===== config.mk =====
export PLATFORM = sky130hd
export DESIGN_NAME = tcw_cursor
export DESIGN_NICKNAME = d
export VERILOG_FILES = /design/src/rtl/tcw_pkg.sv /design/src/rtl/tcw_cursor.sv
export SDC_FILE = /design/constraint.sdc
export NUM_CORES = 1
export LEC_CHECK = 0
export BUFFER_PORTS_ARGS = -buffer_cell sky130_fd_sc_hd__buf_4
export CAP_MARGIN = 20
export CORE_AREA = 2 2 77 79
export CTS_BUF_LIST = sky130_fd_sc_hd__clkbuf_8
export DETAILED_ROUTE_END_ITERATION = 8
export DIE_AREA = 0 0 79 81
export PLACE_DENSITY_LB_ADDON = 0.1
export REMOVE_ABC_BUFFERS = 1
export SETUP_SLACK_MARGIN = 0.15
export SLEW_MARGIN = 20
export SYNTH_ARGS = -nofsm -noshare
export SYNTH_HDL_FRONTEND = slang
export SYNTH_SLANG_ARGS = --single-unit

===== constraint.sdc =====
create_clock -name clk -period 2.77 [get_ports clk]
set_input_delay 0.1385 -clock clk [delete_from_list [all_inputs] [get_ports clk]]
set_output_delay 0.1385 -clock clk [all_outputs]
set_load 0.05 [all_outputs]

===== src/rtl/tcw_pkg.sv =====
// shared types and constants for the text console writer
`default_nettype none

package tcw_pkg;

  typedef enum logic [1:0] {
    CMD_PUT   = 2'd0,
    CMD_CLEAR = 2'd1,
    CMD_READ  = 2'd2
  } cmd_t;

  typedef enum logic [2:0] {
    ST_FILL,
    ST_IDLE,
    ST_READ,
    ST_SCROLL,
    ST_RESULT
  } state_t;

  // cursor update request from the control sequencer
  typedef struct packed {
    logic put;
    logic home;
  } cur_cmd_t;

  // what the pending put does to the store
  typedef struct packed {
    logic printable;
    logic scroll;
  } cur_stat_t;

  localparam logic [7:0]  CHAR_BS      = 8'h08;
  localparam logic [7:0]  CHAR_TAB     = 8'h09;
  localparam logic [7:0]  CHAR_LF      = 8'h0A;
  localparam logic [7:0]  CHAR_CR      = 8'h0D;
  localparam logic [7:0]  CHAR_SPACE   = 8'h20;
  localparam logic [7:0]  ATTR_DEFAULT = 8'h0F;
  localparam logic [15:0] BLANK_CELL   = {ATTR_DEFAULT, CHAR_SPACE};

  localparam int POS_W  = 11;
  localparam int COL_OW = 7;
  localparam int ROW_OW = 5;
  localparam int WORD_W = 16;

endpackage

`default_nettype wire


===== src/rtl/tcw_cursor.sv =====
// cursor registers and control-code interpretation for put
`default_nettype none

module tcw_cursor #(
  parameter int COLUMNS  = 80,
  parameter int ROWS     = 25,
  parameter int TAB_STOP = 8,
  parameter int CW       = 7,
  parameter int RW       = 5,
  parameter int AW       = 11
) (
  input  wire logic             clk,
  input  wire logic             rst,
  input  wire tcw_pkg::cur_cmd_t cmd,
  input  wire logic [7:0]       char_code,
  output logic      [CW-1:0]    column,
  output logic      [RW-1:0]    row,
  output logic      [AW-1:0]    cell_addr,
  output tcw_pkg::cur_stat_t    stat
);

  logic [AW-1:0] row_base;
  logic [CW:0]   col_w;
  logic          row_adv;
  logic [CW:0]   tab_next [COLUMNS];

  // next tab stop per column, saturated at COLUMNS to mark a wrap
  for (genvar c = 0; c < COLUMNS; c++) begin : g_tab
    localparam int NT = ((c / TAB_STOP) + 1) * TAB_STOP;
    assign tab_next[c] = (CW + 1)'((NT < COLUMNS) ? NT : COLUMNS);
  end

  assign cell_addr = row_base + AW'(column);

  always_comb begin
    col_w          = {1'b0, column};
    row_adv        = 1'b0;
    stat.printable = 1'b0;
    case (char_code)
      tcw_pkg::CHAR_BS: begin
        if (column != '0) begin
          col_w = col_w - 1'b1;
        end
      end
      tcw_pkg::CHAR_TAB: begin
        col_w = tab_next[column];
      end
      tcw_pkg::CHAR_CR: begin
        col_w = '0;
      end
      tcw_pkg::CHAR_LF: begin
        col_w   = '0;
        row_adv = 1'b1;
      end
      default: begin
        // bytes with the top bit set count as negative and are ignored
        if (!char_code[7] && char_code >= tcw_pkg::CHAR_SPACE) begin
          stat.printable = 1'b1;
          col_w          = col_w + 1'b1;
        end
      end
    endcase
    if (col_w >= (CW + 1)'(COLUMNS)) begin
      col_w   = '0;
      row_adv = 1'b1;
    end
    stat.scroll = row_adv && (row == RW'(ROWS - 1));
  end

  always_ff @(posedge clk) begin
    if (rst || cmd.home) begin
      column   <= '0;
      row      <= '0;
      row_base <= '0;
    end else if (cmd.put) begin
      column <= col_w[CW-1:0];
      if (row_adv && !stat.scroll) begin
        row      <= row + 1'b1;
        row_base <= row_base + AW'(COLUMNS);
      end
    end
  end

endmodule

`default_nettype wire


### After elaboration in Yosys (flattened, before gate mapping)

Memory sizes are Yosys's and may differ from the RTL's.
Cells that the tools add are included.

| storage, ports and cells | value |
|---|---|
| register bits | 23 |
| latch bits | 0 |
| RAM bits | 0 |
| bits in read-only memories | 1024 |
| input port bits | 12 |
| output and inout port bits | 25 |
| logic and storage cells | 38 |
| memories kept | 1 |

Memories:

| name | words | bits a word | read ports | clocked after memory_dff | write ports | RTL line | source |
|---|---|---|---|---|---|---|---|
| (name not given) | 128 | 8 | 1 | 0 | 0 | tcw_cursor.sv:46 | `col_w = tab_next[column];` |

| cells by class | value |
|---|---|
| $add $sub $neg | 5 |
| $mul | 0 |
| div/mod/pow operators | 0 |
| order comparisons | 3 |
| equality and inequality tests | 5 |
| shifts and indexed selects | 0 |
| multiplexer cells | 10 |
| bitwise operators | 1 |
| reduce and logical (&&, ||, !) cells | 10 |

Operators by type and width:

| cell | number |
|---|---|
| 8-bit by 4-bit equality test with 1-bit output (second input constant) | 4 |
| 8-bit 2-to-1 mux | 4 |
| 8-bit case mux with 3 select lines | 1 |
| 11-bit by 7-bit adder with 11-bit output | 1 |
| 11-bit by 7-bit adder with 11-bit output (second input constant) | 1 |
| 7-bit by 1-bit adder with 8-bit output (second input constant) | 1 |
| 8-bit by 6-bit >= comparator with 1-bit output (second input constant) | 1 |
| 8-bit by 7-bit >= comparator with 1-bit output (second input constant) | 1 |
| 8-bit >= comparator (second input constant) | 1 |
| 7-bit NOT with 8-bit output | 1 |
| 7-bit by 1-bit subtractor with 8-bit output (second input constant) | 1 |
| 7-bit 2-to-1 mux | 1 |
| 7-bit nonzero test | 1 |
| 5-bit by 1-bit adder with 5-bit output (second input constant) | 1 |
| 5-bit equality test (second input constant) | 1 |
| 1-bit 2-to-1 mux | 4 |
| 4-bit OR reduction | 1 |
| 1-bit logical AND | 3 |
| 1-bit zero test | 2 |
| 2-bit AND reduction | 1 |
| 2-bit OR reduction | 1 |
| 1-bit logical OR | 1 |

### Longest topological paths before layout

| depth | value |
|---|---|
| depth after elaboration | 11 |
| mapped depth | 10 |
| gate-level depth less buffers | 9 |

### Worst setup path before layout

No wires, ideal clock.

| timing path | value |
|---|---|
| kind | reg-to-output |
| start | register column[0] |
| end | output stat[0] in the netlist's numbering |
| arrival time | 2.894 ns |
| data required time | 2.632 ns |
| slack | -0.263 ns |
| cell stages (with the launch flop) | 9 |
| buffers on the path | 0 |
| cell sequence | dfxtp_1 > inv_1 > ha_1 > or3b_1 > nand3b_1 > nand2_1 > o211a_2 > a31o_2 > a21oi_1 |

RTL lines:

| element | RTL line | source |
|---|---|---|
| from (decl) | tcw_cursor.sv:16 | `output logic [CW-1:0] column,` |
| from (signal assigned) | tcw_cursor.sv:76 | `column <= col_w[CW-1:0];` |
| to (decl) | tcw_cursor.sv:19 | `output tcw_pkg::cur_stat_t stat` |

==> metrics <==
crit end category primary output; largest net degree at the start of global routing 12; post-synthesis average cell area 8.24 um^2; Starting Density 29.6%; R2R Path Start column[1]$_SDFFE_PP0P_; Synth Cell Area 0.00168 mm^2; Post-Synthesis Cells 204; global-route wire length before repair 8000 um; Slew Limit Fails 0; delay-heaviest family, CP compound AO/OA/AOI/OAI gates; Lkg Pwr 0.923 nW; Clock Pin Slew Worst Setup and Hold Paths 0.08 ns; Num CTS Buffers 3; Max-cap violations 0; Final Setup Violations 0; top cells by area, synth dfxtp_1 (23%), ha_1 (8.2%), mux2i_1 (4.8%), or3_1 (4.1%), nand2_1 (4.0%); arrival time worst endpoint 2.50 ns; final hold violations 0; cts hold-fix bufs 0; GR Overflow Total 0; FF-to-FF setup slack 0.23 ns; Synth Register Bits 19; Seq/Total Area, Yosys 22.6%; initial DRC count 62; CP cell instances inv_2 > ha_4 > or3b_4 > buf_4 > o31ai_1 > o21ai_0 > a22oi_1 > buf_4 > a31o_4 > a21oi_1 > buf_4; overall routing resource usage 15.7%; Synth-to-Final Area Change 33.6%; worst vdd ir 160 uV; max frequency 379 MHz; prevailing post-synth register cell dfxtp_1; Worst Clk Skew 0.00176 ns; Sink Count 19; FF-to-FF path depth 10; Rel. slew slack 75.2%; worst skew pair latency 0.26 ns; drt first pass iters 4; Hold Crit Depth 3; EDFF count, synth 0; Nets 278; crit start category flip-flop; port bufs 36; Placed Instances 315; CP Max Fanout 5; HPWL after detailed placement 3650 um; vias in the first global route 1641; commonest non-fill, non-tap cell in the layout buf_4; die boundary height 81 um; Yosys top cell by area dfxtp_1; total core area 0.00568 mm^2; commonest cells after routing, fill and taps aside buf_4 (56), dfxtp_1 (18), nand2_1 (17); Final GP Congestion 0.838; RSZ-0062 raised after global routing false; Antenna Nets Post-Route 0; post-synthesis cell type count 59; TritonCTS clock tree yes; initial antenna violation count 0; Cell Count, Final, Fillers Out 328; reg-to-reg endpoint row_base[8]$_SDFFE_PP0P_; yosys warns 0; DRC violations left 0; CP peak stage delay 0.40 ns; Power per Cell Area 248 mW/mm^2; status finished, final reports clean; number of I/O pins 37; met2 routed WL 2520 um; CP bufs+invs 4; hold path endpoint row_base[7]$_SDFFE_PP0P_; Tcrit/Tclk final 95.2%; Crit path top cell by count buf_4; post-DR wirelength/cell 15.0 um; area share of the largest cell type after synthesis 22.6%; via count 1701; share of cells above drive strength 1 33.6%; Async S/R FF share, synth 0%; CP Class reg2out; Worst-Margin Slew 0.371 ns; hold wc startpoint rst; highest routed layer met4; minimum clock period 2.64 ns; fin util 39.6%; row count 28; clock buffer depth 2; Metal-1 WL 2180 um; Die X 79 um; drt total wl 4920 um; Die Footprint 0.00640 mm^2; Ant. Diodes 0; Hold WC Path Type in2reg; metal3 WL 190 um; Critical Path RT 2.63 ns; post-route setup TNS 0 ns; CTS root buf clkbuf_8; htree depth 1; via/cell ratio 5.19; slowest CP cell or3b_4
## tightest hold or removal path: cells and delay by family
kind | cells | cell delay, ns
buf+inv | 1 | 0.13
mux | 1 | 0.05
simple gates | 1 | 0.10
## metrics by stage
| stage | setup slack [ns] | hold slack, ns | power, W | cell area (um^2) |
|---|---|---|---|---|
| CTS | 0.154 | 0.193 | 0.000572 | 2150 |
| global route | 0.100 | 0.200 | 0.000586 | 2240 |
| global placement | 0.0355 | 0.475 | 0.000354 | 2070 |
| detailed placement | 0.119 | 0.479 | 0.000353 | 2070 |
| finish | 0.134 | 0.201 | 0.000558 | 2240 |
| floorplan | -0.595 | 0.315 | 0.000317 | 1610 |
## per-layer routing
| metal | global-route usage (%) | up-vias |
|---|---|---|
| met3 | 3.00 | 4 |
| met1 | 19.4 | 799 |
| li1 | - | 858 |
| met2 | 28.1 | 40 |
| met4 | 3.79 | 0 |
| met5 | 0 | - |
## timing repair
item,CTS,global route
setup buffers,3,5
endpoints found under the setup margin,2,15
pin swaps,2,3
endpoints found under the hold margin,0,0
gates cloned,0,1
gates resized for setup,5,10
## area by class of cell
type	count	area [um^2]
clock inverters	1	5.00
well taps	75	93.8
flip-flops and latches	19	382
clock buffers	3	41.3
multi-input cells	162	1260
fillers	605	3430
inverters	12	45.0
repair buffers	56	420
## sequential cells by signal, summed over array words and instances (netlist names)
name	cells
column	7
row	5
row_base	7
## kinds of logic (layout without fill, tap and decap cells)
family | after synthesis | in the layout | share of synthesized area (%)
buffers and inverters | 24 | 72 | 6.78
muxes | 9 | 9 | 5.44
and+or+nand+nor | 72 | 73 | 25.0
AOI/OAI and AO/OA | 62 | 62 | 27.6
xor gates and xnor gates | 6 | 6 | 3.13
DFF | 19 | 19 | 22.6
adders and majority gates | 12 | 12 | 9.38
## where the power goes
| group | internal [W] | switching (W) | leakage [nW] |
|---|---|---|---|
| Sequential | 0.000273 | 0.000000394 | 0.154 |
| Combinational | 0.0000340 | 0.0000454 | 0.744 |
| Clock | 0.000100 | 0.000104 | 0.0255 |
| Total | 0.000408 | 0.000150 | 0.923 |
## worst max-delay path by stage
stage	from	endpoint	cells past startpoint
after floorplan	column[0]$_SDFFE_PP0P_	stat[0]	8
after global placement	column[0]$_SDFFE_PP0P_	row_base[8]$_SDFFE_PP0P_	9
after detailed placement	column[0]$_SDFFE_PP0P_	row_base[8]$_SDFFE_PP0P_	9
after CTS	column[0]$_SDFFE_PP0P_	stat[0]	9
after global routing	column[1]$_SDFFE_PP0P_	stat[0]	11
final	column[1]$_SDFFE_PP0P_	stat[0]	11
## synth_stat cells, types with 2 or more instances
| cell | number |
|---|---|
| nand4_1 | 3 |
| and3_1 | 2 |
| a22o_1 | 3 |
| a211oi_1 | 5 |
| o2111ai_1 | 2 |
| a21oi_1 | 12 |
| mux2i_1 | 8 |
| nor2_1 | 10 |
| or3b_1 | 2 |
| dfxtp_1 | 19 |
| or3_1 | 11 |
| o21ai_0 | 9 |
| and2_1 | 3 |
| a21o_1 | 6 |
| clkbuf_1 | 5 |
| o21ai_1 | 2 |
| o31ai_1 | 3 |
| a22oi_1 | 2 |
| o211ai_1 | 4 |
| xnor2_1 | 5 |
| ha_1 | 11 |
| nand2_1 | 18 |
| inv_1 | 11 |
| nand3_1 | 5 |
| nand3b_1 | 3 |
| nor3_1 | 4 |
| buf_4 | 4 |
Power figures use the tool's default switching activity.
